**src/sv/cmp3_pkg.sv**
```systemverilog
// Shared types, constants and helper functions of the cosine motion profile block.
`default_nettype none

package cmp3_pkg;

   localparam int DEF_CORDIC_ITERATIONS = 16;
   localparam int DEF_FRAC_BITS         = 16;

   localparam int COORD_W = 32;
   localparam int HP_W    = 31;
   localparam int TIME_W  = 32;
   localparam int CT_W    = 33;
   localparam int TRIG_W  = 34;
   localparam int IDX_CFG_W = 3;
   localparam int STEP_W  = 7;

   // Register indexes of the configuration port.
   localparam logic [IDX_CFG_W-1:0] REG_START_X     = 3'd0;
   localparam logic [IDX_CFG_W-1:0] REG_START_Y     = 3'd1;
   localparam logic [IDX_CFG_W-1:0] REG_START_Z     = 3'd2;
   localparam logic [IDX_CFG_W-1:0] REG_END_X       = 3'd3;
   localparam logic [IDX_CFG_W-1:0] REG_END_Y       = 3'd4;
   localparam logic [IDX_CFG_W-1:0] REG_END_Z       = 3'd5;
   localparam logic [IDX_CFG_W-1:0] REG_HALF_PERIOD = 3'd6;

   localparam logic [31:0] PI_Q30  = 32'd3373259426;
   localparam logic [31:0] PI2_Q28 = 32'd2649351758;
   localparam logic signed [TRIG_W-1:0] GAIN_INV_Q30 = 34'sd652032874;
   localparam logic signed [TRIG_W-1:0] ONE_Q30      = 34'sd1073741824;
   localparam logic [29:0] HALF_Q30 = 30'h2000_0000;

   // Step counts of the shared divider for each kind of division.
   localparam logic [STEP_W-1:0] STEPS_MOD  = 7'd33;
   localparam logic [STEP_W-1:0] STEPS_FRAC = 7'd61;
   localparam logic [STEP_W-1:0] STEPS_FULL = 7'd64;

   typedef enum logic [4:0] {
      ST_IDLE,
      ST_MOD_START,
      ST_MOD_WAIT,
      ST_PHASE,
      ST_FRAC_WAIT,
      ST_TH_MUL,
      ST_TH_RND,
      ST_CORDIC_WAIT,
      ST_AX_DIFF,
      ST_POS_MUL,
      ST_POS_RND,
      ST_VEL_MUL1,
      ST_VEL_RND1,
      ST_VEL_MUL2,
      ST_VEL_RND2,
      ST_VEL_DIV,
      ST_VEL_WAIT,
      ST_ACC_MUL1,
      ST_ACC_RND1,
      ST_ACC_MUL2,
      ST_ACC_RND2,
      ST_ACC_DIV1,
      ST_ACC_WAIT1,
      ST_ACC_DIV2,
      ST_ACC_WAIT2,
      ST_DONE
   } state_type;

   typedef struct packed {
      logic              start;
      logic [63:0]       dividend;
      logic [31:0]       divisor;
      logic [STEP_W-1:0] steps;
   } div_req_type;

   typedef struct packed {
      logic        done;
      logic [63:0] quotient;
      logic [31:0] remainder;
   } div_rsp_type;

   function automatic logic [31:0] atan_q30(input logic [4:0] idx);
      logic [31:0] v;
      unique case (idx)
         5'd0:  v = 32'h3243F6A8;
         5'd1:  v = 32'h1DAC6705;
         5'd2:  v = 32'h0FADBAFC;
         5'd3:  v = 32'h07F56EA6;
         5'd4:  v = 32'h03FEAB76;
         5'd5:  v = 32'h01FFD55B;
         5'd6:  v = 32'h00FFFAAA;
         5'd7:  v = 32'h007FFF55;
         5'd8:  v = 32'h003FFFEA;
         5'd9:  v = 32'h001FFFFD;
         5'd10: v = 32'h000FFFFF;
         5'd11: v = 32'h0007FFFF;
         5'd12: v = 32'h0003FFFF;
         5'd13: v = 32'h0001FFFF;
         5'd14: v = 32'h0000FFFF;
         5'd15: v = 32'h00007FFF;
         5'd16: v = 32'h00003FFF;
         5'd17: v = 32'h00001FFF;
         5'd18: v = 32'h00000FFF;
         5'd19: v = 32'h000007FF;
         5'd20: v = 32'h000003FF;
         5'd21: v = 32'h000001FF;
         5'd22: v = 32'h000000FF;
         5'd23: v = 32'h0000007F;
         5'd24: v = 32'h0000003F;
         5'd25: v = 32'h0000001F;
         5'd26: v = 32'h0000000F;
         5'd27: v = 32'h00000007;
         5'd28: v = 32'h00000003;
         5'd29: v = 32'h00000001;
         default: v = 32'h0;
      endcase
      return v;
   endfunction

   // Adds half an LSB of the target scale and drops the low bits.
   function automatic logic [63:0] round_shift(input logic [63:0] p, input int unsigned sh);
      logic [64:0] s;
      s = {1'b0, p} + (65'd1 << (sh - 1));
      return 64'(s >> sh);
   endfunction

endpackage

`default_nettype wire

```
**src/sv/cmp3_cordic.sv**
```systemverilog
// Iterative rotation-mode CORDIC, one micro-rotation per cycle.
`default_nettype none

module cmp3_cordic import cmp3_pkg::*; #(
   parameter int CORDIC_ITERATIONS = DEF_CORDIC_ITERATIONS
) (
   input  wire logic                     clock,
   input  wire logic                     reset,
   input  wire logic                     start,
   input  wire logic signed [TRIG_W-1:0] z_init,
   output      logic                     done,
   output      logic signed [TRIG_W-1:0] x_out,
   output      logic signed [TRIG_W-1:0] y_out
);

   localparam int NSTEP = (CORDIC_ITERATIONS > 30) ? 30 : CORDIC_ITERATIONS;
   localparam int IDX_W = $clog2(NSTEP);

   logic                     busy_ff, busy_in;
   logic                     done_ff, done_in;
   logic [IDX_W-1:0]         idx_ff, idx_in;
   logic signed [TRIG_W-1:0] x_ff, x_in;
   logic signed [TRIG_W-1:0] y_ff, y_in;
   logic signed [TRIG_W-1:0] z_ff, z_in;

   always_comb begin
      logic signed [TRIG_W-1:0] xs;
      logic signed [TRIG_W-1:0] ys;
      logic signed [TRIG_W-1:0] ang;
      xs      = x_ff >>> idx_ff;
      ys      = y_ff >>> idx_ff;
      ang     = signed'(TRIG_W'(atan_q30(5'(idx_ff))));
      busy_in = busy_ff;
      done_in = 1'b0;
      idx_in  = idx_ff;
      x_in    = x_ff;
      y_in    = y_ff;
      z_in    = z_ff;
      if (start) begin
         busy_in = 1'b1;
         idx_in  = '0;
         x_in    = GAIN_INV_Q30;
         y_in    = '0;
         z_in    = z_init;
      end else if (busy_ff) begin
         if (!z_ff[TRIG_W-1]) begin
            x_in = x_ff - ys;
            y_in = y_ff + xs;
            z_in = z_ff - ang;
         end else begin
            x_in = x_ff + ys;
            y_in = y_ff - xs;
            z_in = z_ff + ang;
         end
         idx_in = idx_ff + 1'b1;
         if (idx_ff == IDX_W'(NSTEP - 1)) begin
            busy_in = 1'b0;
            done_in = 1'b1;
         end
      end
   end

   always_ff @(posedge clock) begin
      if (reset) begin
         busy_ff <= 1'b0;
         done_ff <= 1'b0;
      end else begin
         busy_ff <= busy_in;
         done_ff <= done_in;
      end
   end

   always_ff @(posedge clock) begin
      idx_ff <= idx_in;
      x_ff   <= x_in;
      y_ff   <= y_in;
      z_ff   <= z_in;
   end

   assign done  = done_ff;
   assign x_out = x_ff;
   assign y_out = y_ff;

endmodule

`default_nettype wire

```
**config.mk**
```make
export PLATFORM = sky130hd
export DESIGN_NAME = cmp3_cordic
export DESIGN_NICKNAME = d
export VERILOG_FILES = /design/src/sv/cmp3_pkg.sv /design/src/sv/cmp3_cordic.sv
export SDC_FILE = /design/constraint.sdc
export NUM_CORES = 1
export LEC_CHECK = 0
export BUFFER_PORTS_ARGS = -buffer_cell sky130_fd_sc_hd__buf_4
export CORE_UTILIZATION = 63
export CTS_CLUSTER_DIAMETER = 150
export DETAILED_ROUTE_END_ITERATION = 6
export PLACE_DENSITY = 0.87
export SETUP_SLACK_MARGIN = 0.02
export SYNTH_ARGS = -nofsm -noshare
export SYNTH_HDL_FRONTEND = slang
export SYNTH_SLANG_ARGS = --single-unit
```
**constraint.sdc**
```tcl
create_clock -name clock -period 6.7 [get_ports clock]
set_input_delay 1.34 -clock clock [delete_from_list [all_inputs] [get_ports clock]]
set_output_delay 1.34 -clock clock [all_outputs]
set_load 0.005 [all_outputs]
```
==> Flow_metrics.wiki <==
{| class="wikitable"
! Metric !! Value
|-
| Endpoint with the worst hold slack || y_out[0]$_SDFFE_PP0P_
|-
| Clock Path Buffers || 2
|-
| Total of warnings raised by yosys || 0
|-
| Setup repair after global routing missed its margin || no
|-
| Final Hold Slack || 0.525 ns
|-
| Dominant combinational cell family by area after synthesis || compound AO/OA/AOI/OAI gates
|-
| RePlAce Congestion || 1.00
|-
| CTS H-tree lvls || 4
|-
| Instance count of the mapped netlist || 1,919
|-
| Required time at the endpoint of the critical path || 7.02 ns
|-
| Critical-path maximum fanout || 60
|-
| Routed length on met3 || 3.92 mm
|-
| Remaining number of nets flagged by the antenna check after routing || 0
|-
| Worst setup EP type || flip-flop
|-
| Half-perimeter wire length of the detailed placement result || 36.0 mm
|-
| GRT Residual Overflow || 0
|-
| Post-layout total power || 0.0107 W
|-
| Core area || 24,500 sq um
|-
| Post-detailed-route DRC marker count || 0
|-
| Vertical extent of the die || 160 um
|-
| Fraction of final layout cells with drive strength greater than 1 || 0.146
|-
| Most instantiated flip-flop cell in the synthesis netlist || sky130_fd_sc_hd__dfxtp_1
|-
| Worst Max-Slew Pin Slew || 0.880 ns
|-
| Post-Synth Adder-Cell Area || 0.0916
|-
| Max Fclk || 158 MHz
|-
| Clock slew at reported path FFs || 0.07 ns
|-
| Syn Nets || 2,070
|-
| Setup repair bufs after CTS || 0
|-
| Leakage power of the design || 7.26 nW
|-
| Hold bufs inserted after CTS || 0
|-
| Diode insertion count for antenna repair || 0
|-
| Hold-critical path depth || 2
|-
| Run status || completed
|-
| Mean Syn Cell Area || 8.25 sq um
|-
| Total power divided by cell area || 617 nW/um^2
|-
| Vias in the first global route || 14,800
|-
| Total wire length after detailed routing || 48.4 mm
|-
| Rows || 57
|-
| Share of synthesized area occupied by flip-flops and latches || 0.195
|-
| Routed via count divided by cell count || 6.83
|-
| Per-cell routed wire length || 21.1 um
|-
| Slew Viols, Final || 0
|-
| Max_cap viols || 0
|-
| Pin count of the biggest net entering global routing || 81
|-
| Proportion of synthesized area in mux cells || 0.167
|-
| Wire length on met1 || 18.6 mm
|-
| Type of the worst setup path || flip-flop to flip-flop
|-
| Overall fraction of global-route tracks in use || 0.371
|-
| Die width || 160 um
|-
| Clock period minus worst slack || 6.31 ns
|-
| Startpoint of the most critical register-to-register path || idx_ff[1]$_SDFFE_PP0P_
|-
| Compound-gate portion of the synthesized area || 0.222
|-
| Max-slew headroom || 0.413
|-
| Reg2reg path depth || 19
|-
| Root Driver || sky130_fd_sc_hd__clkbuf_16
|-
| Number of flops mapped to enable cells by yosys || 34
|-
| Die area || 25,800 sq um
|-
| Register bit total from synthesis || 137
|-
| Post-synthesis xor/xnor area fraction || 0.100
|-
| Highest metal layer with signal wires || met4
|-
| Basic-gate share of the synthesized area counting and, or, nand and nor cells || 0.181
|-
| Clock tree from TritonCTS || built
|-
| Maximum vdd drop || 0.348 mV
|-
| Share of flip-flops with an asynchronous set or reset || 0
|-
| CTS Sinks || 137
|-
| Count of input and output buffers || 105
|-
| Launch point of the worst hold path || y_out[0]$_SDFFE_PP0P_
|-
| Setup Skew || 0.0275 ns
|-
| Global-route wire length before repair || 76.6 mm
|-
| Reg-to-Reg End || x_out[30]$_SDFFE_PP0P_
|-
| Worst min-delay path category || flip-flop to flip-flop
|-
| TritonCTS Buffers || 17
|-
| Post-synth cell types || 91
|-
| Io pins || 106
|-
| Post-CTS sizing || 0
|-
| Met2 WL post-DR || 23.2 mm
|-
| Starting Density || 0.647
|-
| CP arrival || 6.63 ns
|-
| Setup_tns || 0 ns
|-
| Initial antenna violation count || 0
|-
| Count of final hold-check violations || 0
|-
| DRT iter0 DRCs || 1,678
|-
| Post-synthesis to final-layout area growth || 9.39%
|-
| Reg2reg setup slack || 0.39 ns
|-
| Final period utilization || 0.943
|-
| Count of final setup violators || 0
|-
| Total iterations of the first detailed-routing run || 6
|-
| Clock insertion delay at the later pin of the skew report || 0.45 ns
|-
| Nets || 2,113
|-
| Number of vias in the routed layout || 15,700
|-
| Worst Setup Start Kind || flip-flop
|-
| Total standard cell area after synthesis || 15,800 sq um
|}
[synthesized netlist by cell type (all sizes together) (53+ instances only)]
cell type,count,share of area
nor2,170,0.040
xor2,91,0.050
o21ai,135,0.043
mux4,60,0.088
xnor2,89,0.050
clkbuf,65,0.015
nand2,204,0.048
a21oi,167,0.053
inv,53,0.013
dfxtp,103,0.13
mux2i,80,0.051
ha,111,0.088
[logic make-up (layout without fill, tap and decap cells)]
kind of cell,after synthesis,count (layout)
AO/OA/AOI/OAI,551,551
buffers and inverters,159,215
multiplexers,178,178
flip-flops,137,137
AND/OR/NAND/NOR,600,600
adder cells (fa/ha/maj),114,114
XOR/XNOR,180,180
[critical path, stage by stage (launching register included)]
cell and delay (ns):
sky130_fd_sc_hd__dfxtp_4 0.93, sky130_fd_sc_hd__buf_4 0.48, sky130_fd_sc_hd__mux4_2 0.60, sky130_fd_sc_hd__nand2_1 0.10
sky130_fd_sc_hd__nand2_1 0.10, sky130_fd_sc_hd__o21ai_0 0.48, sky130_fd_sc_hd__nand4_1 0.46, sky130_fd_sc_hd__nor4_1 0.66
sky130_fd_sc_hd__nor2_1 0.11, sky130_fd_sc_hd__xnor2_1 0.16, sky130_fd_sc_hd__ha_1 0.33, sky130_fd_sc_hd__inv_1 0.15
sky130_fd_sc_hd__o211ai_1 0.15, sky130_fd_sc_hd__a311oi_1 0.22, sky130_fd_sc_hd__o21ai_0 0.24, sky130_fd_sc_hd__a311oi_1 0.43
sky130_fd_sc_hd__o21bai_1 0.13, sky130_fd_sc_hd__a21oi_1 0.18, sky130_fd_sc_hd__xor2_1 0.17, sky130_fd_sc_hd__o21ai_0 0.08
[worst max-delay path by stage]
stage | endpoint | startpoint | slack (ns) | cells after the start
detailed placement | y_out[33]$_SDFFE_PP0P_ | idx_ff[1]$_SDFFE_PP0P_ | 0.61 | 20
finish | x_out[30]$_SDFFE_PP0P_ | idx_ff[1]$_SDFFE_PP0P_ | 0.39 | 19
global placement | y_out[31]$_SDFFE_PP0P_ | idx_ff[1]$_SDFFE_PP0P_ | 0.74 | 20
global route | x_out[33]$_SDFFE_PP0P_ | idx_ff[1]$_SDFFE_PP0P_ | 0.02 | 21
CTS | x_out[30]$_SDFFE_PP0P_ | idx_ff[1]$_SDFFE_PP0P_ | 0.53 | 19
floorplan | y_out[31]$_SDFFE_PP0P_ | idx_ff[3]$_SDFFE_PP0P_ | 1.05 | 25
[where the power goes]
group          total, W  switching, W  leakage (nW)  internal, W
Combinational   0.00803       0.00452          5.77      0.00351
Sequential      0.00168      0.000495          1.20      0.00118
Clock          0.000981      0.000454         0.287     0.000527
Total            0.0107       0.00547          7.26      0.00522
[layer usage]
metal / GRT usage / vias up
li1: - / 7211
met1: 0.453 / 7401
met2: 0.631 / 886
met3: 0.0545 / 206
met4: 0.195 / 0
met5: 0 / -
[per-stage QoR]
stage	area, sq um	utilization	cells	setup slack, ns
5_1_grt	17300	0.708	2299	0.0226
2_1_floorplan	15800	-	1919	1.05
4_1_cts	17300	0.708	2299	0.530
3_5_place_dp	16700	0.684	2267	0.609
3_3_place_gp	16700	0.684	2267	0.736
6_report	17300	0.708	2299	0.385
[area by class of cell]
type | instances | area, sq um
repair buffers | 128 | 961
clock inverters | 15 | 159
well taps | 324 | 405
multi-input cells | 1623 | 12100
flip-flops and latches | 137 | 3090
fillers | 1984 | 7150
clock buffers | 17 | 425
inverters | 55 | 206
[cells in the final DEF (no fill, tap or decap), drive strengths merged, types with 30 or more instances in the layout]
| cell type | n |
|---|---|
| a21o | 49 |
| a21oi | 167 |
| buf | 128 |
| dfxtp | 103 |
| edfxtp | 34 |
| ha | 111 |
| inv | 61 |
| mux2 | 38 |
| mux2i | 80 |
| mux4 | 60 |
| nand2 | 204 |
| nand3 | 30 |
| nor2 | 170 |
| nor3 | 41 |
| o21ai | 135 |
| xnor2 | 89 |
| xor2 | 91 |
Power figures use the tool's default switching activity.
