--- src/sv/cmp3_pkg.sv ---
// Shared types, constants and helper functions of the cosine motion profile block.
`default_nettype none

package cmp3_pkg;

   localparam int DEF_CORDIC_ITERATIONS = 16;
   localparam int DEF_FRAC_BITS         = 16;

   localparam int COORD_W = 32;
   localparam int HP_W    = 31;
   localparam int TIME_W  = 32;
   localparam int CT_W    = 33;
   localparam int TRIG_W  = 34;
   localparam int IDX_CFG_W = 3;
   localparam int STEP_W  = 7;

   // Register indexes of the configuration port.
   localparam logic [IDX_CFG_W-1:0] REG_START_X     = 3'd0;
   localparam logic [IDX_CFG_W-1:0] REG_START_Y     = 3'd1;
   localparam logic [IDX_CFG_W-1:0] REG_START_Z     = 3'd2;
   localparam logic [IDX_CFG_W-1:0] REG_END_X       = 3'd3;
   localparam logic [IDX_CFG_W-1:0] REG_END_Y       = 3'd4;
   localparam logic [IDX_CFG_W-1:0] REG_END_Z       = 3'd5;
   localparam logic [IDX_CFG_W-1:0] REG_HALF_PERIOD = 3'd6;

   localparam logic [31:0] PI_Q30  = 32'd3373259426;
   localparam logic [31:0] PI2_Q28 = 32'd2649351758;
   localparam logic signed [TRIG_W-1:0] GAIN_INV_Q30 = 34'sd652032874;
   localparam logic signed [TRIG_W-1:0] ONE_Q30      = 34'sd1073741824;
   localparam logic [29:0] HALF_Q30 = 30'h2000_0000;

   // Step counts of the shared divider for each kind of division.
   localparam logic [STEP_W-1:0] STEPS_MOD  = 7'd33;
   localparam logic [STEP_W-1:0] STEPS_FRAC = 7'd61;
   localparam logic [STEP_W-1:0] STEPS_FULL = 7'd64;

   typedef enum logic [4:0] {
      ST_IDLE,
      ST_MOD_START,
      ST_MOD_WAIT,
      ST_PHASE,
      ST_FRAC_WAIT,
      ST_TH_MUL,
      ST_TH_RND,
      ST_CORDIC_WAIT,
      ST_AX_DIFF,
      ST_POS_MUL,
      ST_POS_RND,
      ST_VEL_MUL1,
      ST_VEL_RND1,
      ST_VEL_MUL2,
      ST_VEL_RND2,
      ST_VEL_DIV,
      ST_VEL_WAIT,
      ST_ACC_MUL1,
      ST_ACC_RND1,
      ST_ACC_MUL2,
      ST_ACC_RND2,
      ST_ACC_DIV1,
      ST_ACC_WAIT1,
      ST_ACC_DIV2,
      ST_ACC_WAIT2,
      ST_DONE
   } state_type;

   typedef struct packed {
      logic              start;
      logic [63:0]       dividend;
      logic [31:0]       divisor;
      logic [STEP_W-1:0] steps;
   } div_req_type;

   typedef struct packed {
      logic        done;
      logic [63:0] quotient;
      logic [31:0] remainder;
   } div_rsp_type;

   function automatic logic [31:0] atan_q30(input logic [4:0] idx);
      logic [31:0] v;
      unique case (idx)
         5'd0:  v = 32'h3243F6A8;
         5'd1:  v = 32'h1DAC6705;
         5'd2:  v = 32'h0FADBAFC;
         5'd3:  v = 32'h07F56EA6;
         5'd4:  v = 32'h03FEAB76;
         5'd5:  v = 32'h01FFD55B;
         5'd6:  v = 32'h00FFFAAA;
         5'd7:  v = 32'h007FFF55;
         5'd8:  v = 32'h003FFFEA;
         5'd9:  v = 32'h001FFFFD;
         5'd10: v = 32'h000FFFFF;
         5'd11: v = 32'h0007FFFF;
         5'd12: v = 32'h0003FFFF;
         5'd13: v = 32'h0001FFFF;
         5'd14: v = 32'h0000FFFF;
         5'd15: v = 32'h00007FFF;
         5'd16: v = 32'h00003FFF;
         5'd17: v = 32'h00001FFF;
         5'd18: v = 32'h00000FFF;
         5'd19: v = 32'h000007FF;
         5'd20: v = 32'h000003FF;
         5'd21: v = 32'h000001FF;
         5'd22: v = 32'h000000FF;
         5'd23: v = 32'h0000007F;
         5'd24: v = 32'h0000003F;
         5'd25: v = 32'h0000001F;
         5'd26: v = 32'h0000000F;
         5'd27: v = 32'h00000007;
         5'd28: v = 32'h00000003;
         5'd29: v = 32'h00000001;
         default: v = 32'h0;
      endcase
      return v;
   endfunction

   // Adds half an LSB of the target scale and drops the low bits.
   function automatic logic [63:0] round_shift(input logic [63:0] p, input int unsigned sh);
      logic [64:0] s;
      s = {1'b0, p} + (65'd1 << (sh - 1));
      return 64'(s >> sh);
   endfunction

endpackage

`default_nettype wire

--- src/sv/cmp3_div.sv ---
// Shared restoring divider, one quotient bit per cycle.
`default_nettype none

module cmp3_div import cmp3_pkg::*; (
   input  wire logic        clock,
   input  wire logic        reset,
   input  wire div_req_type req,
   output      div_rsp_type rsp
);

   logic              busy_ff, busy_in;
   logic              done_ff, done_in;
   logic [STEP_W-1:0] count_ff, count_in;
   logic [63:0]       quo_ff, quo_in;
   logic [31:0]       rem_ff, rem_in;
   logic [31:0]       dsr_ff, dsr_in;

   always_comb begin
      logic [32:0] shifted;
      logic [32:0] diff;
      shifted  = {rem_ff, quo_ff[63]};
      diff     = shifted - {1'b0, dsr_ff};
      busy_in  = busy_ff;
      done_in  = 1'b0;
      count_in = count_ff;
      quo_in   = quo_ff;
      rem_in   = rem_ff;
      dsr_in   = dsr_ff;
      if (req.start) begin
         busy_in  = 1'b1;
         count_in = req.steps;
         quo_in   = req.dividend;
         rem_in   = '0;
         dsr_in   = req.divisor;
      end else if (busy_ff) begin
         // The dividend sits left-aligned, so quotient bits fill in from the bottom.
         if (!diff[32]) begin
            rem_in = diff[31:0];
            quo_in = {quo_ff[62:0], 1'b1};
         end else begin
            rem_in = shifted[31:0];
            quo_in = {quo_ff[62:0], 1'b0};
         end
         count_in = count_ff - 1'b1;
         if (count_ff == STEP_W'(1)) begin
            busy_in = 1'b0;
            done_in = 1'b1;
         end
      end
   end

   always_ff @(posedge clock) begin
      if (reset) begin
         busy_ff <= 1'b0;
         done_ff <= 1'b0;
      end else begin
         busy_ff <= busy_in;
         done_ff <= done_in;
      end
   end

   always_ff @(posedge clock) begin
      count_ff <= count_in;
      quo_ff   <= quo_in;
      rem_ff   <= rem_in;
      dsr_ff   <= dsr_in;
   end

   assign rsp.done      = done_ff;
   assign rsp.quotient  = quo_ff;
   assign rsp.remainder = rem_ff;

   assert property (@(posedge clock) disable iff (reset) req.start |-> !busy_ff)
      else $error("divider started while a division is in progress");

   assert property (@(posedge clock) disable iff (reset) done_ff |-> (rem_ff < dsr_ff))
      else $error("divider remainder not below the divisor");

endmodule

`default_nettype wire

--- config.mk ---
export PLATFORM = sky130hd
export DESIGN_NAME = cmp3_div
export DESIGN_NICKNAME = d
export VERILOG_FILES = /design/src/sv/cmp3_pkg.sv /design/src/sv/cmp3_div.sv
export SDC_FILE = /design/constraint.sdc
export NUM_CORES = 1
export LEC_CHECK = 0
export BUFFER_PORTS_ARGS = -buffer_cell sky130_fd_sc_hd__buf_2
export CELL_PAD_IN_SITES_DETAIL_PLACEMENT = 0
export CELL_PAD_IN_SITES_GLOBAL_PLACEMENT = 1
export CORE_UTILIZATION = 42
export CTS_BUF_LIST = sky130_fd_sc_hd__clkbuf_4 sky130_fd_sc_hd__clkbuf_8
export DETAILED_ROUTE_END_ITERATION = 16
export GPL_TIMING_DRIVEN = 1
export PLACE_DENSITY = 0.92
export REMOVE_ABC_BUFFERS = 1
export SLEW_MARGIN = 10
export SYNTH_ARGS = -nofsm -noshare
export SYNTH_HDL_FRONTEND = slang
export SYNTH_SLANG_ARGS = --single-unit
export TNS_END_PERCENT = 50
--- constraint.sdc ---
create_clock -name clock -period 4 [get_ports clock]
set_input_delay 0.8 -clock clock [delete_from_list [all_inputs] [get_ports clock]]
set_output_delay 0.8 -clock clock [all_outputs]
set_load 0.01 [all_outputs]
==> flow_metrics.tcl, run 1 <==
set metrics [dict create \
    crit_type "flip-flop to flip-flop" \
    start_util 0.428 \
    top_layer_used "met5" \
    io_buffers 202 \
    leakage_nw 4.07 \
    die_w_um 135 \
    fin_crit_sh 0.883 \
    clock_path_buffers 2 \
    synth_ff_type "edfxtp_1" \
    p_sw_w 0.00110 \
    fill_cells 1506 \
    hold_path_class "flip-flop to flip-flop" \
    postSynthRegisterBits 137 \
    fin_tns_setup_ps 0 \
    final_antenna_net_count 0 \
    synth_area_mm2 0.00738 \
    min_period_ps 3530 \
    rr_worst_depth 13 \
    power_density_mw_per_mm2 409 \
    vias 5712 \
    drc 0 \
    finalMaxSlewViolations 0 \
    multi_input_area_mm2 0.00332 \
    synth_top_area_frac 0.419 \
    drive_gt1_frac 0.365 \
    synthTopCellsByCount "edfxtp_1, mux2_2, inv_1" \
    hp-start "rem_ff[1]" \
    grt_pass1_wl_mm 28.7 \
    io_pins 203 \
    synthArstFlopShare 0 \
    setup_violations 0 \
    swShare 0.298 \
    pwr-share-comb 0.200 \
    grt_max_degree 81 \
    netlist_instances 644 \
    worstMarginPinSlew_ps 976 \
    synthTopCellsByArea "edfxtp_1, mux2_2, dfxtp_1, ha_1, mux2i_1" \
    ctsHoldBuffers 0 \
    met3_length_mm 1.35 \
    grt-ovfl-total 0 \
    synth_warnings 0 \
    ir_worst_vdd_mv 0.277 \
    seq_area_frac_synth 0.511 \
    seqPwrFrac 0.475 \
    cp_max_fo 13 \
    place_congestion 0.853 \
    wl_met2_mm 8.91 \
    status "finished clean" \
    wl_per_cell_um 16.9 \
    maxSlewHeadroom 0.349 \
    die_h_um 135 \
    grt_use_total 0.205 \
    synth_area_leader_cell "edfxtp_1" \
    timing.rr.start "quo_ff[63]" \
    crit_path_end_kind "flip-flop" \
    cts_htree_levels 4 \
    critical_path_arrival_ps 3900 \
    path_clk_slew_ps 80 \
    grt_pass1_vias 5543 \
    root_buffer "clkbuf_8" \
    cts-resized-gates 0 \
    coreArea_mm2 0.0172 \
    cts_buffers 17 \
    r2r_end "rem_ff[1]" \
    hpwl_mm 13.2 \
    synth.most_common_cell "edfxtp_1" \
    crit_path_start "quo_ff[63]" \
    cts_sinks 137 \
    clk_latency_ps 460 \
    whs_endpoint "rem_ff[1]" \
    rows 48 \
    internal-power_w 0.00260 \
    area_delta_synth_final_pct 22.4 \
    hold_viol_final 0 \
    nNetsFinal 986 \
    die-area_mm2 0.0181 \
    r2r_setup_slack_ps 470 \
    wirelength_met1_mm 7.75 \
    clock_skew_ps 18.2 \
    worstSetupStartpointType "flip-flop" \
    first_iter_violations 245 \
    clkPwrFrac 0.326 \
    ys_types 58 \
    crit_required_ps 4370 \
    fin_util 0.524 \
    rsz0062_at_grt "no" \
    drv_cap 0 \
    cts_setup_buffers 0 \
    dr.pass1.iters 5 \
    syn_area_per_cell_um2 11.5 \
    antenna_cells 0 \
    wirelength_mm 18.3 \
    antenna_found_initial 1 \
    min_path_cells 2 \
    synth_edf_count 103 \
    seqCellArea_mm2 0.00377 \
    fmax_mhz 283 \
    routed_via_density 5.27 \
    cts_tree "built" \
]
-- per-layer routing --
layer,up-vias,GRT usage
met3,21,0.0676
met2,183,0.345
li1,2807,-
met5,-,0
met1,2699,0.253
met4,2,0.0562
-- cells in the final DEF (no fill, tap or decap), types with 20 or more instances in the layout --
master	netlist	layout
nand2_1	36	36
o21ai_0	20	20
dfxtp_1	34	34
mux2_2	64	64
ha_1	34	34
buf_2	1	201
nor2_1	41	41
a211oi_1	25	25
inv_1	46	45
a21oi_1	35	35
edfxtp_1	103	103
mux2i_1	22	22
-- metrics by stage --
step | instances | power, W | area (um2) | hold WS (ps) | setup WS, ps
floorplan | 616 | 0.00225 | 7260 | 497 | -285
detailed placement | 1051 | 0.00253 | 8630 | 480 | 470
CTS | 1083 | 0.00374 | 9040 | 485 | 428
global placement | 1051 | 0.00251 | 8630 | 477 | 588
finish | 1083 | 0.00370 | 9040 | 489 | 468
global route | 1083 | 0.00388 | 9040 | 477 | 126
-- power groups by stage --
stage | combinational [W] | sequential, W | clock (W)
after floorplan | 0.000422 | 0.00182 | 0
after global placement | 0.000729 | 0.00178 | 0
after detailed placement | 0.000739 | 0.00179 | 0
after CTS | 0.000743 | 0.00176 | 0.00124
after global routing | 0.000813 | 0.00177 | 0.00129
final | 0.000738 | 0.00176 | 0.00120
-- how the worst max path moves through the flow --
| stage | endpoint | slack [ps] |
|---|---|---|
| floorplan | rem_ff[0] | -290 |
| global placement | rem_ff[1] | 590 |
| detailed placement | rem_ff[0] | 470 |
| CTS | rem_ff[1] | 430 |
| global route | rem_ff[1] | 130 |
| finish | rem_ff[1] | 470 |
-- flip-flops by register name, summed over array words and instances, names as in the netlist --
register	cells
done_ff	1
rem_ff	32
count_ff	7
dsr_ff	32
busy_ff	1
quo_ff	64
-- critical path: stages (launching register included) --
cell and delay [ps]:
edfxtp_1 340, inv_1 60, ha_1 220, fa_1 400
nand2b_1 170, a21oi_1 180, o21bai_1 160, a21oi_1 280
a21bo_1 230, a2111oi_4 110, nor3_4 500, buf_4 350
mux2_1 350, o21ai_1 110
-- kinds of logic (layout without fill, tap and decap cells) --
| logic type | after synthesis | count (layout) | synth area share |
|---|---|---|---|
| AND/OR/NAND/NOR | 134 | 134 | 0.0874 |
| flip-flops | 137 | 137 | 0.511 |
| multiplexers | 88 | 88 | 0.130 |
| buffers and inverters | 74 | 288 | 0.0408 |
| XOR/XNOR | 27 | 27 | 0.0320 |
| AO/OA/AOI/OAI | 149 | 149 | 0.138 |
| adder cells (fa/ha/maj) | 35 | 35 | 0.0603 |
-- area by class of cell --
class                   count  area share
clock buffers              17      0.0259
flip-flops and latches    137       0.417
repair buffers            210       0.120
clock inverters            15      0.0194
multi-input cells         433       0.367
well taps                 225      0.0311
inverters                  46      0.0191
Note: power is estimated with default switching activity, not from simulation.
==> run 2, diff against run 1 <==
ABC_AREA = 1   (was default)
CORE_UTILIZATION = 39   (was 42)
==> flow_metrics.tcl, run 2 <==
set metrics [dict create \
    fin_crit_sh 0.732 \
    synth_edf_count 103 \
    placed_cell_area_mm2 0.00963 \
    worstSetupStartpointType "flip-flop" \
    wl_per_cell_um 13.9 \
    min_period_ps 2930 \
    place_congestion 0.910 \
    die_w_um 148 \
    routed_via_density 4.54 \
    stdcell_area_mm2 0.0100 \
    hold_viol_final 0 \
    cts_tree "built" \
    nNetsFinal 1527 \
    grt_max_degree 87 \
    layout_commonest_cell "nand2_1" \
    grt_use_total 0.220 \
    setup_violations 0 \
    rr_worst_depth 15 \
    rsz0062_at_grt "no" \
    crit_path_start "quo_ff[63]" \
    reg_top3 "quo_ff: 64 flops, dsr_ff: 32 flops, rem_ff: 32 flops" \
    r2r_end "quo_ff[0]" \
    synthTopCellsByCount "nand2_1, inv_1, edfxtp_1" \
    hpwl_mm 17.6 \
    multi_input_area_mm2 0.00363 \
    start_util 0.397 \
    fin_tns_setup_ps 0 \
    cts_sinks 137 \
    final_antenna_net_count 0 \
    hp-start "rem_ff[18]" \
    finalMaxSlewViolations 0 \
    synth_ff_type "edfxtp_1" \
    synth_area_leader_cell "edfxtp_1" \
    die_h_um 148 \
    synth_top_area_frac 0.370 \
    fin_worst_hold_slack_ps 486 \
    synth_warnings 0 \
    grt_pass1_vias 7299 \
    fmax_mhz 342 \
    whs_endpoint "rem_ff[18]" \
    io_pins 203 \
    root_buffer "clkbuf_8" \
    clk_latency_ps 460 \
    r2r_setup_slack_ps 1070 \
    wirelength_mm 23.3 \
    antenna_found_initial 3 \
    cts_buffers 17 \
    vias 7608 \
    grt_pass1_wl_mm 37.4 \
    final_cell_mix "nand2_1, inv_1, buf_2" \
    crit_required_ps 4180 \
    crit_path_end_kind "flip-flop" \
    synth.most_common_cell "nand2_1" \
    path_clk_slew_ps 80 \
    cts-resized-gates 0 \
    die-area_mm2 0.0220 \
    critical_path_arrival_ps 3110 \
    area_delta_synth_final_pct 20.3 \
    grt-ovfl-total 0 \
    clock_skew_ps 20.6 \
    cp_max_fo 33 \
    timing.rr.start "quo_ff[63]" \
    ys_types 35 \
    maxSlewHeadroom 0.259 \
    syn_area_per_cell_um2 7.03 \
    min_path_cells 2 \
    rows 53 \
    worstMarginPinSlew_ps 1110 \
    ir_worst_vdd_mv 0.208 \
    cts_setup_buffers 0 \
    fill_cells 2165 \
    drv_cap 0 \
    clock_path_buffers 2 \
    seq_area_frac_synth 0.452 \
    dr.pass1.iters 5 \
    coreArea_mm2 0.0210 \
    first_iter_violations 370 \
    io_buffers 202 \
    cts_htree_levels 4 \
    seqCellArea_mm2 0.00377 \
    postSynthRegisterBits 137 \
    status "finished clean" \
    ctsHoldBuffers 0 \
    drc 0 \
    place_ws_ps 1020 \
    synthTopCellsByArea "edfxtp_1, nand2_1, inv_1, dfxtp_1, ha_1" \
    synth_area_mm2 0.00836 \
    timing.final.ws_setup_ps 1070 \
    drive_gt1_frac 0.179 \
    largest_reg_flops 64 \
    leakage_nw 5.64 \
    power_density_mw_per_mm2 342 \
    netlist_instances 1189 \
    top_register "quo_ff" \
    crit_type "flip-flop to flip-flop" \
    hold_path_class "flip-flop to flip-flop" \
    synthArstFlopShare 0 \
]
-- run 2: layout make-up --
cell class,instances,area share
inverter,219,0.0818
tap,275,0.0342
clock inverter,14,0.0174
clock buffer,18,0.0240
antenna,1,0.000249
timing repair buffer,206,0.105
sequential,137,0.375
multi-input combinational,805,0.362
-- run 2: cells by family after synthesis --
logic type,Yosys count,synth area share
adders and majority gates,35,0.0533
and+or+nand+nor,721,0.342
DFF,137,0.452
AOI/OAI and AO/OA,32,0.0204
buffers and inverters,247,0.115
xor gates and xnor gates,17,0.0178
-- run 2: worst max-delay path, cell delays in order (launching register included) --
cell and delay [ps]:
edfxtp_1 350, inv_1 60, ha_1 230, fa_1 430
inv_1 100, nand2_1 50, nand2_1 90, nand3_1 80
nand2_1 140, nand2_1 70, nand2_1 120, nand2_2 80
nand2_1 100, nand2_1 70, nand2_2 540, o21ai_0 140
-- run 2: layer usage --
| layer | up-vias | share of wire | GRT usage |
|---|---|---|---|
| li1 | 4002 | - | - |
| met1 | 3373 | 0.44 | 0.274 |
| met2 | 211 | 0.48 | 0.381 |
| met3 | 20 | 0.061 | 0.0537 |
| met4 | 2 | 0.011 | 0.0552 |
| met5 | - | 0.00043 | 0 |
-- run 2: worst max-delay path by stage --
stage	to	slack, ps	cells past startpoint
CTS	quo_ff[0]	1040	15
finish	quo_ff[0]	1070	15
global placement	quo_ff[0]	1160	15
detailed placement	quo_ff[0]	1020	15
floorplan	count_ff[0]	300	2
global route	quo_ff[0]	770	15
-- run 2: through the flow --
step | util | total power, W | std cells
after floorplan | - | 0.00200 | 1161
after global placement | 0.458 | 0.00222 | 1642
after detailed placement | 0.458 | 0.00223 | 1642
after CTS | 0.478 | 0.00348 | 1674
after global routing | 0.478 | 0.00360 | 1674
final | 0.478 | 0.00344 | 1675
-- run 2: power breakdown --
group | internal [W] | total, W | switching, W
Clock | 0.000591 | 0.00125 | 0.000655
Sequential | 0.00166 | 0.00172 | 0.0000587
Combinational | 0.000179 | 0.000475 | 0.000296
==> run 3, diff against run 2 <==
ABC_AREA = 0   (was 1)
CORE_UTILIZATION = 42   (was 39)
clock period = 3.05 ns   (was 4 ns; I/O delays follow)
==> flow_metrics.tcl, run 3 (same netlist as run 1, synthesis figures left out) <==
set metrics [dict create \
    status "finished clean" \
    cts_tree "built" \
    grt-ovfl-total 0 \
    antenna_found_initial 4 \
    power_density_mw_per_mm2 517 \
    vias 5861 \
    setup_violations 0 \
    placed_cell_area_mm2 0.00890 \
    io_buffers 202 \
    dr.pass1.iters 5 \
    cp_slowest_cell "a2111oi_4" \
    root_buffer "clkbuf_8" \
    antenna_cells 0 \
    fin_tns_setup_ps 0 \
    path_delay_family "compound AO/OA/AOI/OAI gates" \
    p_sw_w 0.00149 \
    start_util 0.428 \
    finalPower_w 0.00486 \
    grt_pass1_vias 5751 \
    min_period_ps 2930 \
    drc 0 \
    ir_worst_vdd_mv 0.474 \
    cts_htree_levels 4 \
    place_congestion 0.853 \
    die_w_um 135 \
    final_cell_mix "buf_2, edfxtp_1, mux2_2" \
    grt_pass1_wl_mm 29.1 \
    hold_viol_final 0 \
    grt_use_total 0.210 \
    worstMarginPinSlew_ps 939 \
    internal-power_w 0.00337 \
    clkPwrFrac 0.310 \
    io_pins 203 \
    dpl.cell_count 1080 \
    crit_path_end_kind "flip-flop" \
    routed_via_density 5.25 \
    drive_gt1_frac 0.407 \
    cpPeakStageDelay_ps 430 \
    drv_cap 0 \
    largest_reg_flops 64 \
    pwr-share-comb 0.216 \
    nNetsFinal 1019 \
    swShare 0.306 \
    area_delta_synth_final_pct 27.4 \
    fin_util 0.546 \
    layout_commonest_cell "buf_2" \
    clk_latency_ps 450 \
    top_register "quo_ff" \
    seqPwrFrac 0.474 \
    rows 48 \
    path_clk_slew_ps 90 \
    hpwl_mm 14.1 \
    wirelength_mm 18.8 \
    critPathBufInv 3 \
    final_antenna_net_count 0 \
    leakage_nw 4.25 \
    hold_path_class "input pin to flip-flop" \
    cts_sinks 137 \
    clock_skew_ps 11.0 \
    grt_max_degree 81 \
    die_h_um 135 \
    stdcell_area_mm2 0.00941 \
    critical_path_arrival_ps 3270 \
    clock_path_buffers 2 \
    worstSetupStartpointType "flip-flop" \
    crit_path_cell_trace "inv_1 -> ha_1 -> o211ai_1 -> a21oi_4 -> o21bai_2 -> a21oi_2 -> a21bo_2 -> a2111oi_4 -> nor3_4 -> buf_12 -> buf_4 -> o41ai_2 -> a211oi_1" \
    wl_per_cell_um 16.9 \
    die-area_mm2 0.0181 \
    fmax_mhz 342 \
    fin_cells 1116 \
    reg_top3 "quo_ff: 64 flops, dsr_ff: 32 flops, rem_ff: 32 flops" \
    maxSlewHeadroom 0.371 \
    finalMaxSlewViolations 0 \
    crit_type "flip-flop to flip-flop" \
    cp_max_fo 7 \
    first_iter_violations 292 \
    cts_buffers 17 \
    coreArea_mm2 0.0172 \
    crit_required_ps 3390 \
    fin_crit_sh 0.960 \
]
-- run 3: per-stage QoR --
stage / hold slack (ps) / worst slack [ps]
final: 318 / 122
after global routing: 299 / -27.7
after CTS: 285 / 13.9
after detailed placement: 487 / -55.0
after global placement: 474 / 47.1
after floorplan: 497 / -1240
-- run 3: final timing paths --
path / end / slack [ps] / from / cells past startpoint
setup / recovery: rem_ff[18] / 120 / dsr_ff[3] / 13
hold / removal: busy_ff / 320 / reset / 2
setup reg to reg: rem_ff[18] / 120 / dsr_ff[3] / 13
hold reg to reg: rem_ff[1] / 500 / rem_ff[1] / 2
-- run 3: per-layer routing --
layer | vias up | share of wire | wire length [um] | global-route usage
met3 | 31 | 0.073 | 1370 | 0.0713
met5 | - | 0.0023 | 44 | 0
met1 | 2752 | 0.41 | 7700 | 0.243
met2 | 187 | 0.49 | 9310 | 0.360
li1 | 2883 | - | - | -
met4 | 8 | 0.022 | 406 | 0.0805
-- run 3: final cells by class --
class / instances / area [um2]
timing repair buffer: 243 / 1400
sequential: 137 / 3780
clock buffer: 17 / 234
tap: 225 / 282
clock inverter: 15 / 159
multi-input combinational: 433 / 3380
fill: 1494 / 7830
inverter: 46 / 173
-- run 3: what timing repair did --
| item | CTS | global route |
|---|---|---|
| cloned | 0 | 0 |
| resized for setup | 3 | 17 |
| pin swaps | 2 | 8 |
| hold buffers | 0 | 0 |
| endpoints found under the setup margin | 17 | 30 |
| buffers inserted | 0 | 4 |
-- run 3: power by group through the flow --
stage	logic [W]	clock network, W	registers, W
detailed placement	0.00103	0	0.00234
CTS	0.00104	0.00154	0.00230
global route	0.00115	0.00161	0.00233
global placement	0.00101	0	0.00234
floorplan	0.000553	0	0.00239
finish	0.00105	0.00151	0.00230
-- run 3: worst register-to-register path, cell delays in order (launching register included) --
cell and delay [ps]:
edfxtp_1 330, inv_1 40, ha_1 350, o211ai_1 330, a21oi_4 50, o21bai_2 190, a21oi_2 90, a21bo_2 230
a2111oi_4 430, nor3_4 130, buf_12 160, buf_4 140, o41ai_2 290, a211oi_1 60
